$ cat src/rtl/yuyv_to_rgb565_framebuffer_writer_top_defines.svh
// assertion macros shared by the framebuffer writer rtl
`ifndef YUYV_TO_RGB565_FRAMEBUFFER_WRITER_TOP_DEFINES_SVH
`define YUYV_TO_RGB565_FRAMEBUFFER_WRITER_TOP_DEFINES_SVH

`ifndef SYNTHESIS
// property must hold at every clock edge outside reset
`define YRFW_ASSERT(label, clk, rst_n, prop) \
    label: assert property (@(posedge clk) disable iff (!rst_n) prop) \
        else $error("yrfw assertion failed");
// expression must never be true outside reset
`define YRFW_ASSERT_NEVER(label, clk, rst_n, expr) \
    label: assert property (@(posedge clk) disable iff (!rst_n) !(expr)) \
        else $error("yrfw forbidden condition seen");
`else
`define YRFW_ASSERT(label, clk, rst_n, prop)
`define YRFW_ASSERT_NEVER(label, clk, rst_n, expr)
`endif

`endif

$ cat src/rtl/yrfw_pkg.sv
// types and constants for the yuyv to rgb565 framebuffer writer
package yrfw_pkg;

    localparam int CFG_W     = 13;
    localparam int CFG_IDX_W = 2;
    localparam int ADDR_W    = 24;
    localparam int PIX_W     = 16;
    localparam int FIFO_DEPTH = 4;
    localparam int FIFO_AW    = 2;

    localparam logic [CFG_W-1:0] IMAGE_WIDTH_RESET  = 13'd800;
    localparam logic [CFG_W-1:0] SCREEN_WIDTH_RESET = 13'd800;
    localparam logic [CFG_W-1:0] IMAGE_HEIGHT_RESET = 13'd600;

    typedef enum logic [CFG_IDX_W-1:0] {
        CFG_IMAGE_WIDTH  = 2'd0,
        CFG_SCREEN_WIDTH = 2'd1,
        CFG_IMAGE_HEIGHT = 2'd2
    } cfg_index_t;

    typedef struct packed {
        logic [7:0] luma_first;
        logic [7:0] chroma_blue;
        logic [7:0] luma_second;
        logic [7:0] chroma_red;
    } pix_beat_t;

    typedef struct packed {
        logic [ADDR_W-1:0] pixel_address;
        logic [PIX_W-1:0]  first_pixel;
        logic [PIX_W-1:0]  second_pixel;
        logic              frame_done;
    } rgb_beat_t;

    // placement of one macropixel as decided by the address walker
    typedef struct packed {
        logic              visible;
        logic [ADDR_W-1:0] address;
        logic              frame_done;
    } place_t;

    typedef struct packed {
        logic [FIFO_AW:0] count;
        logic             full;
    } fifo_status_t;

endpackage

$ cat src/rtl/yrfw_lane.sv
// one conversion lane: luma plus shared chroma to rgb565, two register stages
module yrfw_lane (
    input  logic                        clk,
    input  logic [7:0]                  luma,
    input  logic [7:0]                  chroma_blue,
    input  logic [7:0]                  chroma_red,
    output logic [yrfw_pkg::PIX_W-1:0]  pixel
);
    import yrfw_pkg::*;

    localparam int SW = 20;

    logic signed [8:0]    d;
    logic signed [8:0]    e;
    logic signed [SW-1:0] c_next, cr_next, gd_next, ge_next, bd_next;
    logic signed [SW-1:0] c_reg, cr_reg, gd_reg, ge_reg, bd_reg;
    logic signed [SW-1:0] r_sum, g_sum, b_sum;
    logic [7:0]           r_byte, g_byte, b_byte;
    logic [PIX_W-1:0]     pixel_next, pixel_reg;

    function automatic logic [7:0] to_byte(input logic signed [SW-1:0] v);
        logic [7:0] res;
        if (v[SW-1])
        begin
            res = 8'd0;
        end
        else if (|v[SW-2:16])
        begin
            res = 8'd255;
        end
        else
        begin
            res = v[15:8];
        end
        return res;
    endfunction

    // chroma bytes carry an offset of 128
    assign d = $signed({1'b0, chroma_blue} - 9'd128);
    assign e = $signed({1'b0, chroma_red} - 9'd128);

    assign c_next  = $signed({12'd0, luma}) * 20'sd298;
    assign cr_next = SW'(e) * 20'sd409;
    assign gd_next = SW'(d) * 20'sd100;
    assign ge_next = SW'(e) * 20'sd208;
    assign bd_next = SW'(d) * 20'sd516;

    always_ff @(posedge clk)
    begin
        c_reg  <= c_next;
        cr_reg <= cr_next;
        gd_reg <= gd_next;
        ge_reg <= ge_next;
        bd_reg <= bd_next;
    end

    assign r_sum = c_reg + cr_reg + 20'sd128;
    assign g_sum = c_reg - gd_reg - ge_reg + 20'sd128;
    assign b_sum = c_reg + bd_reg + 20'sd128;

    assign r_byte = to_byte(r_sum);
    assign g_byte = to_byte(g_sum);
    assign b_byte = to_byte(b_sum);

    assign pixel_next = {r_byte[7:3], g_byte[7:2], b_byte[7:3]};

    always_ff @(posedge clk)
    begin
        pixel_reg <= pixel_next;
    end

    assign pixel = pixel_reg;

endmodule

$ cat src/rtl/yrfw_addr_gen.sv
// column, row and framebuffer address walker
module yrfw_addr_gen #(
    parameter int MAX_DIMENSION = 4096
) (
    input  logic                        clk,
    input  logic                        rst_n,
    input  logic                        advance,
    input  logic [yrfw_pkg::CFG_W-1:0]  image_width,
    input  logic [yrfw_pkg::CFG_W-1:0]  screen_width,
    input  logic [yrfw_pkg::CFG_W-1:0]  image_height,
    output yrfw_pkg::place_t            place
);
    import yrfw_pkg::*;

    localparam int CW = $clog2(MAX_DIMENSION);
    localparam int DW = $clog2(MAX_DIMENSION + 1);
    localparam int XW = ((DW > CFG_W) ? DW : CFG_W) + 2;

    logic [CW-1:0]     column_reg, column_next;
    logic [CW-1:0]     row_reg, row_next;
    logic [ADDR_W-1:0] addr_reg, addr_next;
    logic [XW-1:0]     w, sw, h;
    logic [XW-1:0]     col_x, row_x;
    logic              line_end, last_row, visible, last_visible;

    function automatic logic [XW-1:0] clamp_dim(input logic [CFG_W-1:0] v,
                                                 input logic [XW-1:0] lo);
        logic [XW-1:0] vx;
        logic [XW-1:0] res;
        vx = XW'(v);
        if (vx < lo)
        begin
            res = lo;
        end
        else if (vx > XW'(MAX_DIMENSION))
        begin
            res = XW'(MAX_DIMENSION);
        end
        else
        begin
            res = vx;
        end
        return res;
    endfunction

    assign w  = clamp_dim(image_width, XW'(2));
    assign sw = clamp_dim(screen_width, XW'(2));
    assign h  = clamp_dim(image_height, XW'(1));

    assign col_x = XW'(column_reg);
    assign row_x = XW'(row_reg);

    assign line_end     = (col_x + XW'(2)) >= w;
    assign last_row     = (row_x + XW'(1)) >= h;
    assign visible      = col_x < sw;
    assign last_visible = line_end || ((col_x + XW'(2)) >= sw);

    assign place.visible    = visible;
    assign place.address    = addr_reg;
    assign place.frame_done = last_row && last_visible;

    always_comb
    begin
        column_next = column_reg;
        row_next    = row_reg;
        addr_next   = addr_reg;
        if (advance)
        begin
            if (line_end)
            begin
                column_next = '0;
                if (last_row)
                begin
                    row_next  = '0;
                    addr_next = '0;
                end
                else
                begin
                    row_next  = row_reg + CW'(1);
                    // skip the screen padding at the end of the line
                    addr_next = addr_reg - ADDR_W'(column_reg) + ADDR_W'(sw);
                end
            end
            else
            begin
                column_next = column_reg + CW'(2);
                addr_next   = addr_reg + ADDR_W'(2);
            end
        end
    end

    always_ff @(posedge clk or negedge rst_n)
    begin
        if (!rst_n)
        begin
            column_reg <= '0;
            row_reg    <= '0;
            addr_reg   <= '0;
        end
        else
        begin
            column_reg <= column_next;
            row_reg    <= row_next;
            addr_reg   <= addr_next;
        end
    end

endmodule

$ cat src/rtl/yrfw_merge_fifo.sv
// merges lane pixels with placement and queues finished beats for output
module yrfw_merge_fifo (
    input  logic                         clk,
    input  logic                         rst_n,
    input  logic                         push,
    input  logic [yrfw_pkg::ADDR_W-1:0]  address,
    input  logic                         frame_done,
    input  logic [yrfw_pkg::PIX_W-1:0]   lane0_pixel,
    input  logic [yrfw_pkg::PIX_W-1:0]   lane1_pixel,
    output logic                         rgb_valid,
    input  logic                         rgb_stall,
    output yrfw_pkg::rgb_beat_t          rgb_data,
    output yrfw_pkg::fifo_status_t       status
);
    import yrfw_pkg::*;

    rgb_beat_t        mem_reg [FIFO_DEPTH];
    rgb_beat_t        merged;
    logic [FIFO_AW-1:0] wr_ptr_reg, wr_ptr_next;
    logic [FIFO_AW-1:0] rd_ptr_reg, rd_ptr_next;
    logic [FIFO_AW:0]   count_reg, count_next;
    logic               pop;

    assign merged.pixel_address = address;
    assign merged.first_pixel   = lane0_pixel;
    assign merged.second_pixel  = lane1_pixel;
    assign merged.frame_done    = frame_done;

    assign rgb_valid = (count_reg != '0);
    assign rgb_data  = mem_reg[rd_ptr_reg];
    assign pop       = rgb_valid && !rgb_stall;

    assign status.count = count_reg;
    assign status.full  = (count_reg == (FIFO_AW+1)'(FIFO_DEPTH));

    always_comb
    begin
        wr_ptr_next = push ? wr_ptr_reg + FIFO_AW'(1) : wr_ptr_reg;
        rd_ptr_next = pop ? rd_ptr_reg + FIFO_AW'(1) : rd_ptr_reg;
        count_next  = count_reg;
        if (push && !pop)
        begin
            count_next = count_reg + (FIFO_AW+1)'(1);
        end
        else if (pop && !push)
        begin
            count_next = count_reg - (FIFO_AW+1)'(1);
        end
    end

    always_ff @(posedge clk)
    begin
        if (push)
        begin
            mem_reg[wr_ptr_reg] <= merged;
        end
    end

    always_ff @(posedge clk or negedge rst_n)
    begin
        if (!rst_n)
        begin
            wr_ptr_reg <= '0;
            rd_ptr_reg <= '0;
            count_reg  <= '0;
        end
        else
        begin
            wr_ptr_reg <= wr_ptr_next;
            rd_ptr_reg <= rd_ptr_next;
            count_reg  <= count_next;
        end
    end

endmodule

$ cat src/rtl/yuyv_to_rgb565_framebuffer_writer_top.sv
// top level of the yuyv to rgb565 framebuffer writer
//
// usage:
// - pix channel (pix_valid / pix_stall / pix_data) takes one yuyv macropixel
//   per beat; a beat is taken on a clock edge with pix_valid high, pix_stall low
// - rgb channel (rgb_valid / rgb_stall / rgb_data) gives the framebuffer
//   address and both rgb565 pixels; a beat leaves when rgb_valid is high and
//   rgb_stall low; macropixels beyond the screen width give no beat
// - cfg channel (cfg_valid / cfg_ready / cfg_index / cfg_data) writes image
//   width, screen width and image height; cfg_ready is always high, write
//   only while no macropixel is in flight
// - path: an accepted beat passes the multiply stage, the pack stage, then the
//   write into the merge queue before it is presented on rgb
// - throughput: one macropixel per clock while pix_stall is low, set by the two
//   conversion lanes running in parallel and an address walker that steps per beat
// - reset clears counters, address and queue; registers return to 800x600
// - under rgb_stall a four-entry merge queue absorbs beats; pix_stall rises
//   once queued plus in-flight beats reach four, and comes from registers only
`include "yuyv_to_rgb565_framebuffer_writer_top_defines.svh"

module yuyv_to_rgb565_framebuffer_writer_top #(
    parameter int MAX_DIMENSION = 4096
) (
    input  logic                             clk,
    input  logic                             rst_n,
    input  logic                             pix_valid,
    output logic                             pix_stall,
    input  yrfw_pkg::pix_beat_t              pix_data,
    output logic                             rgb_valid,
    input  logic                             rgb_stall,
    output yrfw_pkg::rgb_beat_t              rgb_data,
    input  logic                             cfg_valid,
    output logic                             cfg_ready,
    input  logic [yrfw_pkg::CFG_IDX_W-1:0]   cfg_index,
    input  logic [yrfw_pkg::CFG_W-1:0]       cfg_data
);
    import yrfw_pkg::*;

    localparam int OCC_W = FIFO_AW + 2;

    // configuration registers
    logic [CFG_W-1:0] image_width_reg, screen_width_reg, image_height_reg;

    // placement of the current macropixel
    place_t place;
    logic   pix_accept;

    // placement pipeline, aligned with the lane stages
    logic              s1_valid_reg, s2_valid_reg;
    logic [ADDR_W-1:0] s1_addr_reg, s2_addr_reg;
    logic              s1_done_reg, s2_done_reg;

    logic [PIX_W-1:0] lane0_pixel, lane1_pixel;
    fifo_status_t     fifo_status;
    logic [OCC_W-1:0] occupancy;

    assign cfg_ready = 1'b1;

    always_ff @(posedge clk or negedge rst_n)
    begin
        if (!rst_n)
        begin
            image_width_reg  <= IMAGE_WIDTH_RESET;
            screen_width_reg <= SCREEN_WIDTH_RESET;
            image_height_reg <= IMAGE_HEIGHT_RESET;
        end
        else if (cfg_valid && cfg_ready)
        begin
            unique case (cfg_index)
                CFG_IMAGE_WIDTH:  image_width_reg  <= cfg_data;
                CFG_SCREEN_WIDTH: screen_width_reg <= cfg_data;
                CFG_IMAGE_HEIGHT: image_height_reg <= cfg_data;
                default:          ;  // unused index, write dropped
            endcase
        end
    end

    // queued beats plus visible beats still in the lanes
    assign occupancy = OCC_W'(fifo_status.count) + OCC_W'(s1_valid_reg)
                     + OCC_W'(s2_valid_reg);
    assign pix_stall  = (occupancy >= OCC_W'(FIFO_DEPTH));
    assign pix_accept = pix_valid && !pix_stall;

    yrfw_addr_gen #(
        .MAX_DIMENSION (MAX_DIMENSION)
    ) u_addr_gen (
        .clk          (clk),
        .rst_n        (rst_n),
        .advance      (pix_accept),
        .image_width  (image_width_reg),
        .screen_width (screen_width_reg),
        .image_height (image_height_reg),
        .place        (place)
    );

    // lane 0 converts the first luma, lane 1 the second, chroma shared
    yrfw_lane u_lane0 (
        .clk         (clk),
        .luma        (pix_data.luma_first),
        .chroma_blue (pix_data.chroma_blue),
        .chroma_red  (pix_data.chroma_red),
        .pixel       (lane0_pixel)
    );

    yrfw_lane u_lane1 (
        .clk         (clk),
        .luma        (pix_data.luma_second),
        .chroma_blue (pix_data.chroma_blue),
        .chroma_red  (pix_data.chroma_red),
        .pixel       (lane1_pixel)
    );

    // valid bits carry only beats that will produce a result
    always_ff @(posedge clk or negedge rst_n)
    begin
        if (!rst_n)
        begin
            s1_valid_reg <= 1'b0;
            s2_valid_reg <= 1'b0;
        end
        else
        begin
            s1_valid_reg <= pix_accept && place.visible;
            s2_valid_reg <= s1_valid_reg;
        end
    end

    always_ff @(posedge clk)
    begin
        s1_addr_reg <= place.address;
        s1_done_reg <= place.frame_done;
        s2_addr_reg <= s1_addr_reg;
        s2_done_reg <= s1_done_reg;
    end

    yrfw_merge_fifo u_merge_fifo (
        .clk         (clk),
        .rst_n       (rst_n),
        .push        (s2_valid_reg),
        .address     (s2_addr_reg),
        .frame_done  (s2_done_reg),
        .lane0_pixel (lane0_pixel),
        .lane1_pixel (lane1_pixel),
        .rgb_valid   (rgb_valid),
        .rgb_stall   (rgb_stall),
        .rgb_data    (rgb_data),
        .status      (fifo_status)
    );

    // the lanes never push into a full queue
    `YRFW_ASSERT_NEVER(a_push_full, clk, rst_n, s2_valid_reg && fifo_status.full)
    // credit accounting never overcommits the queue
    `YRFW_ASSERT(a_occupancy, clk, rst_n, occupancy <= OCC_W'(FIFO_DEPTH))
    // a visible macropixel enters the lane pipeline on the next cycle
    `YRFW_ASSERT(a_visible_enters, clk, rst_n, (pix_accept && place.visible) |=> s1_valid_reg)

endmodule

$ cat config.mk
export PLATFORM = sky130hd
export DESIGN_NAME = yuyv_to_rgb565_framebuffer_writer_top
export DESIGN_NICKNAME = d
export VERILOG_FILES = /design/src/rtl/yrfw_pkg.sv /design/src/rtl/yrfw_lane.sv /design/src/rtl/yrfw_addr_gen.sv /design/src/rtl/yrfw_merge_fifo.sv /design/src/rtl/yuyv_to_rgb565_framebuffer_writer_top.sv
export VERILOG_INCLUDE_DIRS = /design/src /design/src/rtl
export SDC_FILE = /design/constraint.sdc
export NUM_CORES = 1
export LEC_CHECK = 0
export ABC_AREA = 1
export BUFFER_PORTS_ARGS = -buffer_cell sky130_fd_sc_hd__buf_2
export CAP_MARGIN = 15
export CORE_AREA = 3 3 223 268
export DETAILED_ROUTE_END_ITERATION = 16
export DIE_AREA = 0 0 226 271
export HOLD_SLACK_MARGIN = 0.1
export PLACE_DENSITY_LB_ADDON = 0.2
export RECOVER_POWER = 50
export REMOVE_ABC_BUFFERS = 1
export SLEW_MARGIN = 20
export SYNTH_ARGS = -nofsm -noshare
export SYNTH_HDL_FRONTEND = slang
export SYNTH_SLANG_ARGS = --single-unit
$ cat constraint.sdc
create_clock -name clk -period 3.2 [get_ports clk]
set_clock_uncertainty 0.1 [all_clocks]
set_input_delay 0.64 -clock clk [delete_from_list [all_inputs] [get_ports clk]]
set_output_delay 0.64 -clock clk [all_outputs]
set_load 0.1 [all_outputs]
* After elaboration in Yosys (flattened, before gate mapping)
Memories as Yosys holds them, arrays and structs flattened.
Cells that the tools add are included.
** Word-level totals
- Memories :: 1
- Word-level logic and storage cells :: 120
- Flip-flop bits (word level) :: 288
- Memory bits (writable) :: 228
** Memory list
- u_merge_fifo.mem_reg :: depth 4, width 57, rd ports 1, clocked after Yosys merged registers in 0, wr ports 1, RTL line yrfw_merge_fifo.sv:17 : rgb_beat_t mem_reg [FIFO_DEPTH];
** Operators by class
- Magnitude comparators :: 11
- Add/sub/neg operators :: 29
- Reduce and logical (&&, ||, !) cells :: 24
- Eq/ne operators :: 2
- Multiply operators :: 6
- Multiplexer cells :: 20
** Operators by type and width (count)
- $add A20 B9 Y20 const B :: 6
- $add A20 B20 Y20 :: 4
- $sub A20 B20 Y20 :: 4
- $mux W13 :: 4
- $mux W24 :: 2
- $mux W8 :: 6
- $gt A13 B13 Y1 const B :: 3
- $mul A8 B8 Y16 const B :: 2
- $ge A15 B15 Y1 :: 2
- $mux W15 :: 2
- $lt A13 B2 Y1 const B :: 2
- $add A24 B15 Y24 :: 1
- $add A24 B2 Y24 const B :: 1
- $mux W12 :: 2
- $sub A24 B12 Y24 :: 1
- $mul A9 B10 Y19 const B :: 1
- $mul A9 B9 Y18 const B :: 1
- $reduce_or A3 Y1 :: 6
- $sub A8 B8 Y9 const B :: 2
- $ge A15 B13 Y1 :: 1
- $lt A12 B15 Y1 :: 1
- $mul A9 B6 Y15 const B :: 1
- $mul A9 B5 Y14 const B :: 1
- $add A12 B1 Y13 const B :: 1
- 21 further kinds :: 35

* Longest topological paths before layout
- Depth in word-level cells :: 6
- Depth in mapped cells :: 25
- Mapped depth without buffers :: 25

* Hierarchy
A second synthesis with hierarchy kept.
** Unflattened totals
- Cells, all modules :: 4509
- Area total of the unflattened synthesis :: 38614.5 um2
** By module, submodules not included
- yrfw_lane (u_lane0) :: area an instance 9877.0 um2, sequential area each 1861.8 um2, cells each 1245, times used 1
- yrfw_lane (u_lane1) :: area an instance 9833.2 um2, sequential area each 1861.8 um2, cells each 1243, times used 1
- yrfw_merge_fifo :: area an instance 9492.9 um2, sequential area each 7021.7 um2, cells each 721, times used 1
- yrfw_addr_gen :: area an instance 6731.5 um2, sequential area each 1176.1 um2, cells each 1094, times used 1
- yuyv_to_rgb565_framebuffer_writer_top :: area an instance 2680.1 um2, sequential area each 2039.5 um2, cells each 206, times used 1

* Worst setup path before layout
Ideal clock, no wire load.
- Path type :: input to register
- From :: input pix_data[3] (netlist name)
- To :: register u_lane1.cr_reg[15]
- Arrival time :: 3838 ps
- Cell stages on the path :: 15
- Setup slack :: -810 ps
- Cell sequence :: ha_1 > ha_1 > inv_1 > fa_1 > fa_1 > inv_1 > fa_1 > ha_1 > a21o_1 > a31oi_1 > inv_1 > nand2_1 > nand2_1 > a21oi_1 > xor2_1
** Between the ends
- Word-level cells in the longest chain between the ends :: 2
** RTL lines
- start, declared :: RTL line yuyv_to_rgb565_framebuffer_writer_top.sv:28 : input yrfw_pkg::pix_beat_t pix_data,
- $sub A8 B8 Y9
- $mul A9 B10 Y19
- named net u_lane0.cr_next[15] :: RTL line yrfw_lane.sv:15 : logic signed [SW-1:0] c_next, cr_next, gd_next, ge_next, bd_next;
- end signal, assigned :: RTL line yrfw_lane.sv:51 : cr_reg <= cr_next;
- end, declared :: RTL line yrfw_lane.sv:16 : logic signed [SW-1:0] c_reg, cr_reg, gd_reg, ge_reg, bd_reg;
The timed path passes the listed nets, and every way through them passes these cells.
A chain may end at the register's enable or synchronous reset.

* Final worst setup path
- From :: register screen_width_reg[2]
- To :: register u_addr_gen.addr_reg[12]
** Between the ends
- Word-level cells in the longest chain between the ends :: 6
** RTL lines
- start, declared :: RTL line yuyv_to_rgb565_framebuffer_writer_top.sv:42 : logic [CFG_W-1:0] image_width_reg, screen_width_reg, image_height_reg;
- start signal, assigned :: RTL line yuyv_to_rgb565_framebuffer_writer_top.sv:71 : CFG_SCREEN_WIDTH: screen_width_reg <= cfg_data;
- $gt A13 B13 Y1 :: RTL line yrfw_addr_gen.sv:35 : else if (vx > XW'(MAX_DIMENSION))
- $mux W13 :: RTL line yrfw_addr_gen.sv:35
- $mux W15 * :: RTL line yrfw_addr_gen.sv:31 : if (vx < lo)
- $add A24 B15 Y24 * :: RTL line yrfw_addr_gen.sv:81 : addr_next = addr_reg - ADDR_W'(column_reg) + ADDR_W'(sw);
- $mux W24 * :: RTL line yrfw_addr_gen.sv:72 : if (last_row)
- $mux W24 * :: RTL line yrfw_addr_gen.sv:69 : if (line_end)
- end signal, assigned :: RTL line yrfw_addr_gen.sv:104 : addr_reg <= addr_next;
- end, declared :: RTL line yrfw_addr_gen.sv:21 : logic [ADDR_W-1:0] addr_reg, addr_next;
Mark *: on every way between the ends. The rest lies on a longest branch, timed or not.

==> reports/metrics.yaml <==
outcome: "finished, violations left"
violations: "max-capacitance violations, max-slew violations, negative setup slack"
dp_cells: 5004
multiInputGateArea_um2: 19200
async_reset_ff_share_pct: 19.1
fin_crit_sh_pct: 107
maxCapViolations: 1
fillers: 4581
crit_fanout: 6
clockBufferDepth: 3
cp-start-kind: "flop"
stdcell_count: 5109
grt_util_all_layers_pct: 27.8
min_period_ns: 3.43
gr-usage-met2_pct: 48.2
rsz0062_at_grt: "yes"
place_area_um2: 36800
cts.sinks: 498
final_hold_viol_count: 0
core_um2: 57300
slew_violations: 31
synth_warnings: 0
cts_tree: "built"
drc: 0
grt_pass1_wl_um: 136000
antenna_cells: 0
finalInstanceArea_um2: 40000
setup_violations: 29
top_usage_layer: "met2"
synth_area_per_cell_um2: 8.46
grt_util_met3_pct: 3.44
cp.required_ns: 3.59
ys_seq_area_share_pct: 38.5
relSlewSlack_pct: -12.9
ant_nets: 0
overflow: 0
seqCellArea_um2: 12700
die_w_um: 226
cts-root-buf: "clkbuf_16"
antenna_found_initial: 2
grtUsageMet1_pct: 36.4
insertion_delay_ns: 0.61
num_rows: 96
numPortBuffers: 110
final_nets: 4946
drtIter0Drc: 1742
ys_seq_elements: 498
grt_max_degree: 100
grt_pass1_vias: 27000
h-tree-depth: 2
ios: 112
dp_hpwl_um: 65800
hp-class: "input port to flop"
setup_ws_ns: -0.234
tightest_slew_ns: 1.69
drt_pass1_iterations: 5
setup.worst_path.class: "flop to flop"
netlist_instances: 3913
gp_congestion: 1.02
dieArea_um2: 61200
synth_edf_count: 228
wirelength_um: 85300
fmax_mhz: 291
start_util_pct: 57.8
wl_per_cell_um: 16.7
syn2layout_area_growth_pct: 21.0
synth_area_um2: 33100
synth_cell_types: 47
end_kind: "flop"
path_clk_slew_ns: 0.06
synth_ff_type: "edfxtp_1"
arrival_ns: 3.83
via_count: 27400
drive_above_1_share_pct: 17.3
crit_slowest_cell: "fa_1"
crit_path_max_incr_delay_ns: 0.52
vias_per_cell: 5.37
largest_reg_flops: 228
die_h_um: 271
cts_made_buffers: 48
## per-stage QoR
stage / setup TNS [ns] / hold slack [ns] / setup slack (ns) / utilization [%]
after detailed placement: -27.92 / 0.212 / -1.03 / 64.2
after global routing: -14.45 / 0.218 / -0.423 / 69.9
after global placement: -25.20 / 0.211 / -0.994 / 64.2
after CTS: -2.95 / 0.176 / -0.205 / 68.5
after floorplan: -156.89 / 0.210 / -2.29 / -
final: -4.10 / 0.214 / -0.234 / 69.9
## cells by family after synthesis
group / after synthesis / synth area share [%]
adders and majority gates: 560 / 23.1
and+or+nand+nor: 1562 / 19.4
xor gates and xnor gates: 109 / 2.89
buffers and inverters: 655 / 7.55
other: 2 / 0.0227
DFF: 498 / 38.5
AOI/OAI and AO/OA: 527 / 8.59
## metal layers
layer	up-vias	routed length [um]
met5	-	20
li1	13700	-
met2	718	41500
met4	4	2790
met1	12900	36300
met3	162	4610
## synth_stat cells (76+ instances only)
| cell type | n | area, um2 |
|---|---|---|
| nand2_1 | 887 | 3330 |
| inv_1 | 595 | 2230 |
| ha_1 | 477 | 5970 |
| nor2_1 | 368 | 1380 |
| o21ai_0 | 232 | 1160 |
| edfxtp_1 | 228 | 6850 |
| nand3_1 | 184 | 921 |
| a21oi_1 | 177 | 886 |
| dfxtp_1 | 175 | 3500 |
| dfrtp_1 | 85 | 2130 |
| fa_1 | 83 | 1660 |
| xor2_1 | 76 | 666 |
## layout make-up
class | count | area share (%)
clock buffers | 67 | 3.38
flip-flops and latches | 498 | 31.8
inverters | 597 | 5.62
multi-input cells | 2761 | 48.0
clock inverters | 23 | 0.787
well taps | 735 | 2.30
repair buffers | 428 | 8.13
## placed cells by master (no fill, tap or decap), types with 83 or more instances in the layout
cell      netlist  routed
buf_4           1     280
nor2_1        368     335
ha_1          477     426
edfxtp_1      228     228
a21oi_1       177     150
inv_1         595     560
nand2_1       887     819
nand3_1       184     174
dfxtp_1       175     172
o21ai_0       232     224
dfrtp_1        85      83
## worst paths after layout
check / startpoint / endpoint / slack [ns] / cells past startpoint
setup / recovery: screen_width_reg[2] / u_addr_gen.addr_reg[12] / -0.23 / 26
hold / removal: cfg_data[9] / screen_width_reg[9] / 0.21 / 3
setup reg to reg: screen_width_reg[2] / u_addr_gen.addr_reg[12] / -0.23 / 26
hold reg to reg: s1_addr_reg[9] / s2_addr_reg[9] / 0.23 / 0
max in group asynchronous: rst_n / image_height_reg[5] / 0.37 / 3
min in group asynchronous: rst_n / u_merge_fifo.wr_ptr_reg[1] / 0.94 / 2
## worst max-delay path: cells and delay by family (launching register included)
family / cells / cell delay (ns)
fa+ha+maj: 2 / 0.80
buf+inv: 5 / 0.40
flops: 1 / 0.38
simple gates: 19 / 1.64
## timing repair
| action | CTS | global route |
|---|---|---|
| setup buffers | 4 | 11 |
| endpoints found under the hold margin | 30 | 0 |
| hold buffers | 2 | 0 |
| gates resized for setup | 179 | 207 |
| setup endpoints to repair | 55 | 116 |
| pin swaps | 60 | 77 |
Power is not shown: default switching activity piles up to over one toggle a cycle in this logic, so the estimate is an artifact.
